**src/design/srfd_palette.sv**
```systemverilog
// Palette memory: 256 x 16, one write port, one registered read port.
module srfd_palette (
    input  logic        clk,
    input  logic        we,
    input  logic [7:0]  waddr,
    input  logic [15:0] wdata,
    input  logic [7:0]  raddr,
    output logic [15:0] rdata
);
    logic [15:0] mem [256];

    always_ff @(posedge clk)
    begin
        if (we)
        begin
            mem[waddr] <= wdata;
        end
        rdata <= mem[raddr];
    end

endmodule

```
**config.mk**
```make
export PLATFORM = sky130hd
export DESIGN_NAME = srfd_palette
export DESIGN_NICKNAME = d
export VERILOG_FILES = /design/src/design/srfd_palette.sv
export SDC_FILE = /design/constraint.sdc
export NUM_CORES = 2
export LEC_CHECK = 0
export ABC_AREA = 0
export BUFFER_PORTS_ARGS = -buffer_cell sky130_fd_sc_hd__buf_2
export CORE_UTILIZATION = 35
export CTS_CLUSTER_SIZE = 20
export DETAILED_ROUTE_END_ITERATION = 7
export MAX_ROUTING_LAYER = met4
export PLACE_DENSITY = 0.57
export SYNTH_ARGS = -nofsm -noshare
export SYNTH_HDL_FRONTEND = slang
export SYNTH_SLANG_ARGS = --single-unit
```
**constraint.sdc**
```tcl
create_clock -name clk -period 3.15 [get_ports clk]
set_clock_uncertainty 0.1 [all_clocks]
set_input_delay 0.1575 -clock clk [delete_from_list [all_inputs] [get_ports clk]]
set_output_delay 0.1575 -clock clk [all_outputs]
set_load 0.02 [all_outputs]
```
# Word level (Yosys, flattened, before mapping)
# Memories as Yosys holds them, arrays and structs flattened. A register that Yosys moved wholly into a read port is not among the register bits.
# Cells that the tools add are included.
[classes]
muxes = 2
[ops]
columns = ["op", "n"]
rows = [
  ["2-to-1 mux 1 bit", 2],
]
[word_totals]
mem_count = 1
out_inout_bits = 16
input_bits = 34
reg_bits = 0
mem_bits_rw = 4096
[memory_table]
columns = ["name", "depth", "width", "read_ports", "rd_clocked_by_memory_dff", "wr", "line", "text"]
rows = [
  ["mem", 256, 16, 1, 1, 1, "10", "logic [15:0] mem [256];"],
]

# Longest topological paths before layout
[logic_depth]
word_depth = 2
mapped_depth = 12
ltp_nobuf = 6

# Worst setup path before layout
# No wires, ideal clock.
[synth_timing]
kind = "input port to flip-flop"
from = "input port waddr[3]"
to = "memory mem[235][0], enable pin"
setup_slack_ps = 727
setup_ps = 388
t_arrival_ps = 1934
stages = 6
path_buffers = 3
required_ps = 2662
path_cell_list = "clkbuf_1 > nor2b_1 > clkbuf_1 > nand4_1 > clkbuf_1 > nor2_1"
[synth_lines]
columns = ["element", "line", "text"]
rows = [
  ["start, declared", "5", "input logic [7:0] waddr,"],
  ["end, declared", "10", ""],
]
# No word-level cell before the write port.

==> run summary <==
status: finished clean
RSZ-0062 raised after global routing: false
register area share after synthesis: 77.7%
Area Growth Syn to Fin: 17.3%
Worst EP required: 3.91 ns
Hold Path Depth: 2
Setup-failing EPs final: 0
Chip Height: 675 microns
Sink Count: 4112
Clock power frac: 42.0%
Vias/cell: 5.49
Worst R2R Path Depth: 6
area taken by multi-input logic gates: 0.0330 sq mm
FF+latch area: 0.123 sq mm
Slew Viols, Final: 0
Power Density: 619 mW/mm^2
Final WS setup: 0.0333 ns
Reg clk slew, reported paths: 0.07 ns
Worst Hold Path EP: mem[150][12]
Sw Pwr: 25.1 mW
Worst Hold Class: primary input to flop
share of power burned in registers: 52.5%
grt ovf: 0
EDFF count, synth: 4096
critical path, cell by cell: mux4_2, mux4_2, a22o_1, o32ai_1, buf_4, nor4_1
hpwl dp: 273 mm
share of cells above drive strength 1: 29.4%
Fillers: 38756
Synth Register Bits: 4112
final WL: 440 mm
post-synthesis compound-gate area fraction: 3.54%
Clock Latency Late Sink: 0.99 ns
Post-Synth Adder-Cell Area: 0%
Synth Area in Simple Gates: 1.57%
post-synth top area cell: edfxtp_1
Global Route Usage Sum: 19.5%
critical path's most frequent cell: mux4_2
Cell variety after synth: 52
syn nets: 7394
crit start category: flop
via count: 80091
final non-filler cell area: 0.186 sq mm
Hold Fails Final Rpt: 0
syn_area_per_cell: 21.6 sq um
Reg2Reg Capture Point: rdata[10]
Post-DRT Antenna Nets: 0
design internal power: 90.2 mW
initial antenna violation count: 37
Die X: 675 microns
CP max stage delay: 0.82 ns
minimum period implied by the final worst setup slack: 3.12 ns
Tcrit/Tclk final: 98.9%
Num CTS Buffers: 396
placed insts: 13794
Crit Path Max Fanout: 1
pre-CTS setup slack: -0.477 ns
maximum vdd ir drop: 0.448 mV
Synth Instances: 7360
setup TNS: 0 ns
core area: 0.450 sq mm
Root Driver: clkbuf_16
H-tree depth: 5
Primary FF master, synth: edfxtp_1
crit end category: flop
top cells by count, synth: edfxtp_1, mux4_2, mux2i_1
FFs w/ async S/R, synth: 0%
HP Start: wdata[12]
first-pass GRT wire length: 619 mm
DP Area: 0.173 sq mm
worst setup path class: flop to flop
GPL Wtd Cong: 0.876
xor-xnor portion of the synthesized cell area: 0%
RR Startpoint: mem[50][10]
slowest stage cell on the critical path: o32ai_1
Avg WL per Cell: 30.1 microns
Pwr Total: 115 mW
Slew Limit Headroom: 2.82%
Yosys warning count: 0
top cells by area, synth: edfxtp_1, mux4_2, mux2i_1
Logic pwr share: 5.5%
top-count cell post-synth: edfxtp_1
R2R setup slack: 0.03 ns
num ports: 50
Static Leak: 59.4 nW
full die area: 0.456 sq mm
switch share: 21.8%
largest net degree at the start of global routing: 130
clk buf depth: 4
actual slew at the worst max-slew pin: 1.46 ns
Finished Layout Cells: 14587
WP data arrival: 3.88 ns
Cell Area, Synth: 0.159 sq mm
initial core utilization: 35.2%
top cell type's share of synthesized area: 77.5%
residual DRC count: 0
FMAX: 321 MHz
I/O Buffers: 49
CTS resizes: 0
Layout Nets: 8305
mux share of post-synthesis cell area: 15.5%
vias in the first global route: 80346
CTS tree: yes
initial DRC count: 9345
drt first pass iters: 6
# rows: 246
largest family of logic cells by synthesized area: multiplexers
max_cap viols: 0
[power groups by stage]
| stage | sequential, mW | clock [mW] | combinational [mW] |
|---|---|---|---|
| 3_3_place_gp | 61.6 | 0 | 6.25 |
| 5_1_grt | 60.4 | 51.2 | 6.63 |
| 3_5_place_dp | 61.7 | 0 | 6.34 |
| 4_1_cts | 60.5 | 49.2 | 6.39 |
| 6_report | 60.5 | 48.5 | 6.35 |
| 2_1_floorplan | 61.6 | 0 | 2.98 |
[what timing repair did]
item,in CTS,in global routing
setup buffers,0,0
hold buffers,31,0
hold endpoints to repair,3882,0
[final cells by class]
class,count,share of cell area (%)
Sequential cell,4112,66.2
Antenna cell,32,0.0430
Clock buffer,459,5.49
Timing Repair Buffer,965,4.88
Tap cell,5952,4.00
Multi-Input combinational cell,2792,17.7
Inverter,4,0.0148
Clock inverter,271,1.63
[registers in the layout, summed over array words and instances (netlist names)]
name / flops
mem: 4096
rdata: 16
[cells by family after synthesis]
| group | Yosys count |
|---|---|
| mux | 1450 |
| buf+inv | 456 |
| compound gates | 786 |
| simple gates | 556 |
| flops | 4112 |
[critical path, delay by kind of cell (launching register included)]
| kind | cells | cell delay (ns) |
|---|---|---|
| AOI/OAI and AO/OA | 2 | 1.25 |
| muxes | 2 | 1.04 |
| DFF | 1 | 0.36 |
| buffers and inverters | 1 | 0.23 |
| and+or+nand+nor | 1 | 0.04 |
[per-stage QoR]
step           hold WS [ns]  util, %
3_5_place_dp          0.462     38.3
4_1_cts             0.00530     41.3
2_1_floorplan         0.156        -
5_1_grt              0.0794     41.3
3_3_place_gp          0.458     38.3
6_report             0.0969     41.4
[layout by cell type, fill, tap and decap left out, types with 85 or more instances in the layout]
cell,count
o22ai_1,148
nor2_1,218
mux2_2,88
edfxtp_1,4096
nor3_1,90
clkbuf_16,397
buf_12,135
buf_4,752
mux2i_1,565
o221ai_1,252
nor2_2,85
mux4_2,797
a21oi_1,175
[per-layer routing]
layer	wire length, microns	part of all wire (%)	global-route usage (%)	up-vias
met5	0	0	-	-
met3	31600	7.2	2.96	587
met1	180000	41	25.9	43110
met4	13200	3.0	5.42	0
li1	-	-	-	33122
met2	215000	49	31.5	3272
[worst max path at each step]
stage,start,end
4_1_cts,mem[50][10],rdata[10]
3_3_place_gp,raddr[1],rdata[10]
2_1_floorplan,waddr[3],mem[235][0]
3_5_place_dp,raddr[0],rdata[10]
6_report,mem[50][10],rdata[10]
5_1_grt,mem[48][10],rdata[10]
Note: power is estimated with default switching activity, not from simulation.
