### config.mk
export PLATFORM = sky130hd
export DESIGN_NAME = srfd_div
export DESIGN_NICKNAME = d
export VERILOG_FILES = /design/src/design/srfd_pkg.sv /design/src/design/srfd_div.sv
export SDC_FILE = /design/constraint.sdc
export NUM_CORES = 1
export LEC_CHECK = 0
export BUFFER_PORTS_ARGS = -buffer_cell sky130_fd_sc_hd__clkbuf_2
export CORE_MARGIN = 2
export CORE_UTILIZATION = 45
export DETAILED_ROUTE_END_ITERATION = 12
export SKIP_LAST_GASP = 1
export SLEW_MARGIN = 20
export SYNTH_ARGS = -nofsm -noshare
export SYNTH_HDL_FRONTEND = slang
export SYNTH_SLANG_ARGS = --single-unit
### constraint.sdc
create_clock -name clk -period 4.5 [get_ports clk]
set_input_delay 0.225 -clock clk [delete_from_list [all_inputs] [get_ports clk]]
set_output_delay 0.225 -clock clk [all_outputs]
set_load 0.01 [all_outputs]
### src/design/srfd_pkg.sv
// Package: payload types, phase codes and constants for the sprite run frame decoder.
package srfd_pkg;

    typedef struct packed {
        logic        req_type;
        logic [7:0]  palette_index;
        logic [15:0] palette_color;
        logic [7:0]  stream_byte;
    } in_word_t;

    typedef struct packed {
        logic [1:0]  event_kind;
        logic [15:0] pos_x;
        logic [15:0] pos_y;
        logic [15:0] pixel_color;
    } out_word_t;

    localparam logic [1:0] KIND_SIZE  = 2'd0;
    localparam logic [1:0] KIND_PIXEL = 2'd1;
    localparam logic [1:0] KIND_DONE  = 2'd2;
    localparam logic [1:0] KIND_EMPTY = 2'd3;

    localparam logic [31:0] END_WORD = 32'h7fff7fff;
    localparam logic [9:0]  OFS_BIAS = 10'h200;

    // divider request/response between the parser and the divide unit
    typedef struct packed {
        logic        start;
        logic [47:0] dividend;   // signed linear index
        logic [15:0] divisor;
    } div_req_t;

    typedef struct packed {
        logic        done;
        logic [31:0] quot;       // floor quotient, two's complement row
        logic [16:0] rem;
    } div_rsp_t;

endpackage

### src/design/srfd_div.sv
// Iterative floor divider: signed 48-bit index by unsigned 16-bit width, one bit per cycle.
module srfd_div (
    input  logic              clk,
    input  logic              rst_n,
    input  srfd_pkg::div_req_t req,
    output srfd_pkg::div_rsp_t rsp
);
    import srfd_pkg::*;

    logic        busy_reg, busy_next;
    logic        neg_reg, neg_next;
    logic [5:0]  cnt_reg, cnt_next;
    logic [47:0] q_reg, q_next;
    logic [16:0] r_reg, r_next;
    logic [15:0] d_reg, d_next;
    logic        fix_reg, fix_next;
    logic        done_reg, done_next;
    logic [16:0] trial;
    logic [47:0] mag;
    logic [47:0] qneg;

    always_comb
    begin
        busy_next = busy_reg;
        neg_next  = neg_reg;
        cnt_next  = cnt_reg;
        q_next    = q_reg;
        r_next    = r_reg;
        d_next    = d_reg;
        fix_next  = 1'b0;
        done_next = 1'b0;
        mag       = req.dividend[47] ? (~req.dividend + 48'd1) : req.dividend;
        trial     = {r_reg[15:0], q_reg[47]};
        qneg      = ~q_reg + 48'd1;
        if (req.start)
        begin
            busy_next = 1'b1;
            neg_next  = req.dividend[47];
            cnt_next  = 6'd0;
            q_next    = mag;
            r_next    = '0;
            d_next    = req.divisor;
        end
        else if (busy_reg)
        begin
            q_next = {q_reg[46:0], 1'b0};
            if (trial >= {1'b0, d_reg})
            begin
                r_next    = trial - {1'b0, d_reg};
                q_next[0] = 1'b1;
            end
            else
            begin
                r_next = trial;
            end
            cnt_next = cnt_reg + 6'd1;
            if (cnt_reg == 6'd47)
            begin
                busy_next = 1'b0;
                fix_next  = 1'b1;
            end
        end
        else if (fix_reg)
        begin
            // convert truncated magnitude result to floor
            if (neg_reg)
            begin
                if (r_reg != '0)
                begin
                    q_next = qneg - 48'd1;
                    r_next = {1'b0, d_reg} - r_reg;
                end
                else
                begin
                    q_next = qneg;
                end
            end
            done_next = 1'b1;
        end
    end

    always_ff @(posedge clk or negedge rst_n)
    begin
        if (!rst_n)
        begin
            busy_reg <= 1'b0;
            fix_reg  <= 1'b0;
            done_reg <= 1'b0;
        end
        else
        begin
            busy_reg <= busy_next;
            fix_reg  <= fix_next;
            done_reg <= done_next;
        end
    end

    always_ff @(posedge clk)
    begin
        neg_reg <= neg_next;
        cnt_reg <= cnt_next;
        q_reg   <= q_next;
        r_reg   <= r_next;
        d_reg   <= d_next;
    end

    assign rsp.done = done_reg;
    assign rsp.quot = q_reg[31:0];
    assign rsp.rem  = r_reg;

endmodule

* Yosys cells after proc, flatten, opt, wreduce, memory -nomap -nowiden
Cells that the tools add are included.
** Cells by class
- Add/subtract/negate cells :: 6
- Magnitude comparators :: 1
- Equality and inequality tests :: 1
- Muxes and demuxes :: 21
- Bitwise operators :: 2
- Reduce and logical (&&, ||, !) cells :: 8
** Operators by type and width (number)
- 2-to-1 mux 48 bit :: 6
- adder 48 x 1 -> 48 bit, second input constant :: 2
- NOT 48 bit :: 2
- 2-to-1 mux 17 bit :: 5
- subtractor 48 x 1 -> 48 bit, second input constant :: 1
- >= comparator 17 x 16 -> 1 bit :: 1
- nonzero test 17 bit :: 1
- subtractor 16 x 17 -> 17 bit :: 1
- subtractor 17 x 16 -> 17 bit :: 1
- 2-to-1 mux 1 bit :: 10
- adder 6 x 1 -> 6 bit, second input constant :: 1
- equality test 6 bit, second input constant :: 1
- nonzero test 2 bit :: 3
- nonzero test 3 bit :: 2
- AND reduction 3 bit :: 1
- AND reduction 2 bit :: 1
** Word-level totals
- Bits in registers :: 91
- Input bits :: 67
- Output and inout bits :: 50
- Logic and storage cells :: 47

* Depth between registers and ports, before layout
- Word-level depth :: 8
- Depth in mapped cells :: 15
- Depth with buffers taken out :: 13

* Worst setup path before layout
OpenSTA, ideal clock, no wires.
- Kind :: register to register
- Start :: register q_reg[0]
- End :: register q_reg[41], data pin
- Library setup time :: 0.167 ns
- Arrival time :: 3.866 ns
- Required time :: 4.333 ns
- Slack :: 0.467 ns
- Cell stages (with the launch flop) :: 15
- Path buffers :: 2
- Cell sequence :: edfxtp_1 clkbuf_1 inv_1 ha_1 or4b_1 clkbuf_1 nor3_1 nand2_1 o21bai_1 a21o_4 nor4_2 nand4_1 nor4_1 mux2_2 a211oi_1
** Between the ends
- Longest elaborated chain between the ends :: 8
** RTL lines
- start: declaration :: line srfd_div.sv:13 : logic [47:0] q_reg, q_next;
- start signal: assignment :: line srfd_div.sv:102 : q_reg <= q_next;
- NOT 48 bit * :: line srfd_div.sv:34 : qneg = ~q_reg + 48'd1;
- adder 48 x 1 -> 48 bit * :: line srfd_div.sv:34
- subtractor 48 x 1 -> 48 bit :: line srfd_div.sv:70 : q_next = qneg - 48'd1;
- 2-to-1 mux 48 bit * :: line srfd_div.sv:68 : if (r_reg != '0)
- 2-to-1 mux 48 bit * :: line srfd_div.sv:66 : if (neg_reg)
- 2-to-1 mux 48 bit * :: line srfd_div.sv:63 : else if (fix_reg)
- 2-to-1 mux 48 bit * :: line srfd_div.sv:44 : else if (busy_reg)
- 2-to-1 mux 48 bit * :: line srfd_div.sv:35 : if (req.start)
- named net q_next[41] :: line srfd_div.sv:13
Mark *: on every way through the listed nets, which the timed path passes. The rest lies on a longest branch. The select of a mux whose other input is x is not followed.
A chain may end at the register's enable or synchronous reset.

* Worst setup path in the final report
Same ends and word-level chain as after synthesis.

==> flow_metrics.py <==
metrics = {
    "status": {
        "status": "complete, no violations",
    },
    "pwr": {
        "p_sw_mw": 1.67,
        "pwr-share-seq_pct": 31.7,
        "ir_drop_mv": 0.247,
        "switching_share_pct": 42.8,
        "p_int_mw": 2.23,
        "p_per_area_nw_per_um2": 348,
        "clockPowerShare_pct": 21.1,
        "leakage_nw": 4.10,
        "p_total_mw": 3.90,
        "comb_power_share_pct": 47.2,
    },
    "sta": {
        "worst_pin_slew_ns": 0.941,
        "fin_crit_ns": 4.27,
        "setup_viol": 0,
        "maxSlewHeadroom_pct": 37.1,
        "fmax_mhz": 234,
        "fin_ws_ns": 0.228,
        "finalHoldViolCount": 0,
        "slew_violations": 0,
        "fin_skew_ns": 0.00994,
        "rsz0062_at_grt": "false",
        "setup_tns_ns": 0,
        "post-route-period-util_pct": 94.9,
    },
    "hold_path": {
        "hold_class": "input pin to flip-flop",
        "holdPathStages": 1,
    },
    "run": {
        "cap_violations": 0,
    },
    "routing": {
        "dr.pass1.iters": 6,
        "wirelength_mm": 31.8,
        "vias": 9932,
        "detail-route-antenna-nets": 0,
        "post-route-drc-count": 0,
        "vias_per_cell": 6.03,
        "drt_iter0_drc": 743,
        "wl_per_cell_um": 19.3,
    },
    "yosys": {
        "synth-xor-area-share_pct": 11.3,
        "synth_fp_nets": 1399,
        "ys_warn_count": 0,
        "ys.flop_type": "edfxtp_1",
        "synth_area_um2": 10100,
        "synth-edff-count": 65,
        "yosys.area_share.simple_pct": 26.8,
        "synth_compound_gate_area_share_pct": 21.4,
        "ys_ff_latch": 91,
        "syn_avg_cell_area_um2": 7.79,
        "synth.distinct_cells": 84,
        "synth_cells": 1294,
        "synthMuxAreaShare_pct": 3.56,
        "synth_fa_ha_area_share_pct": 4.87,
        "ys_async_sr_fraction_pct": 3.30,
        "synth_seq_area_share_pct": 24.7,
        "synth_top_family_by_area": "simple AND/OR/NAND/NOR gates",
    },
    "clock_tree": {
        "root_buffer": "clkbuf_16",
        "clock_latency_ns": 0.37,
        "cts.sinks": 91,
        "cts_buffers": 9,
        "cts-htree-levels": 3,
        "clockBufferDepth": 2,
        "tritoncts": "yes",
        "path_clk_slew_ns": 0.08,
    },
    "global_routing": {
        "first_global_vias": 9320,
        "antenna_found_initial": 1,
        "grt_use_total_pct": 26.4,
        "grt_overflow": 0,
        "grt_pass1_wl_mm": 50.2,
        "grt_max_degree": 71,
    },
    "die": {
        "ios": 117,
        "fp.dieW_um": 154,
        "die_height_um": 154,
        "start_util_pct": 46.1,
        "rows": 54,
        "dieArea_um2": 23600,
        "floorplan.core_area_um2": 21900,
    },
    "placed_design": {
        "hpwl_mm": 24.2,
        "io_buffer_count": 116,
        "place_area_um2": 10800,
        "dp_slack_ns": 0.0557,
        "gp_congestion": 0.969,
    },
    "worst_setup_path": {
        "worstPathMaxFanout": 8,
        "arrival_ns": 4.46,
        "cp_top_family": "simple AND/OR/NAND/NOR gates",
        "critPathBufInv": 2,
        "cp_slowest_stage_delay_ns": 0.59,
        "cp-end-kind": "flip-flop",
        "path_depth": 13,
        "required_ns": 4.69,
        "cp-start-kind": "flip-flop",
        "criticalPathCategory": "flip-flop to flip-flop",
        "crit_path_cell_trace": "inv_1 > ha_1 > or4b_4 > nor3_4 > and3_1 > nand4b_1 > and2_1 > nor4_2 > nand4_1 > buf_4 > nor4_2 > mux2_2 > a211oi_1",
        "cp_common_cell": "nor4_2",
        "slowest_stage": "or4b_4",
        "worstRegToRegCells": 13,
    },
    "layout": {
        "syn2layout_area_growth_pct": 11.1,
        "fin_area_um2": 11200,
        "antenna_cells": 0,
        "largest_reg_flops": 48,
        "final_nets": 1468,
        "drive_gt1_share_pct": 16.4,
    },
}
-- power by group through the flow --
stage | clock network [mW] | logic, mW | registers (mW)
after floorplan | 0 | 1.40 | 1.19
after global placement | 0 | 1.81 | 1.25
after detailed placement | 0 | 1.81 | 1.25
after CTS | 0.832 | 1.83 | 1.23
after global routing | 0.867 | 2.04 | 1.26
final | 0.822 | 1.84 | 1.24
-- what timing repair did --
item	in CTS	in global routing
endpoints found under the setup margin	0	5
resized for setup	0	7
buffers inserted	0	1
hold endpoints to repair	3	0
hold buffers	1	0
-- final cells by class --
| type | count | area (um2) |
|---|---|---|
| timing repair buffer | 168 | 976 |
| clock buffer | 11 | 254 |
| clock inverter | 5 | 48.8 |
| inverter | 53 | 199 |
| fill | 2158 | 10700 |
| sequential | 91 | 2490 |
| tap | 280 | 350 |
| multi-input combinational | 1040 | 6890 |
-- cells in the mapped netlist (7+ instances only) --
library cell  number  area, um2
o31ai_1           24        180
o22ai_1           11       68.8
and3_1             8       50.1
nand3_1           40        200
a31oi_1            8       50.1
nor2b_1           10       62.6
o211ai_1           7       52.6
or4_1             22        165
buf_4             33        248
nor2_1            95        357
inv_1             53        199
nand2b_1          12       75.1
nor4_1            34        213
o21ai_0           98        490
xnor2_1           91        797
clkbuf_1          60        225
ha_1              36        450
or3_1             37        231
nand4_1           21        131
a21o_1             8       60.1
nand2_1          102        383
a21oi_1           64        320
mux2i_1           28        280
or2_2             12       75.1
nor3b_1            7       52.6
and2_1            10       62.6
dfxtp_1           23        460
xor2_1            39        342
o21a_1             9       67.6
edfxtp_1          65       1950
mux2_2             7       78.8
nor3_1            55        275
a211oi_1          41        308
buf_1             10       37.5
-- layout by cell type (no fill, tap or decap), drive strengths merged, types with 41 or more instances in the layout --
cell type	instances
nor2	95
nand2	102
edfxtp	65
a211oi	41
clkbuf	126
o21ai	102
buf	52
nor3	59
xnor2	91
inv	58
a21oi	65
-- final timing paths --
kind / start / endpoint / slack (ns)
max in group asynchronous: rst_n / busy_reg / 4.16
min reg2reg: cnt_reg[5] / cnt_reg[5] / 0.49
min in group asynchronous: rst_n / done_reg / 0.22
max reg2reg: q_reg[0] / q_reg[41] / 0.23
max: q_reg[0] / q_reg[41] / 0.23
min: req[8] / d_reg[8] / 0.03
-- per-layer routing --
metal	part of all wire, %	up-vias	GRT usage [%]
li1	-	4915	-
met1	44	4661	34.3
met2	48	302	44.5
met3	5.3	52	4.00
met4	3.3	2	9.44
met5	0.041	-	0
-- per-stage QoR --
step                      hold slack (ns)  instances  utilization, %
after floorplan                   -0.0706       1294               -
after global placement             0.0227       1630            49.5
after detailed placement           0.0249       1630            49.5
after CTS                          0.0206       1647            51.0
after global routing               0.0155       1648            51.2
final                              0.0270       1648            51.2
-- cells by family (layout without fill, tap and decap cells) --
group           count (synthesis)  count (layout)
xor+xnor                      130             130
mux                            35              35
simple gates                  502             502
buf+inv                       163             237
compound gates                335             335
fa+ha+maj                      38              38
flops                          91              91
No activity file was read; power rests on OpenSTA's default activity.
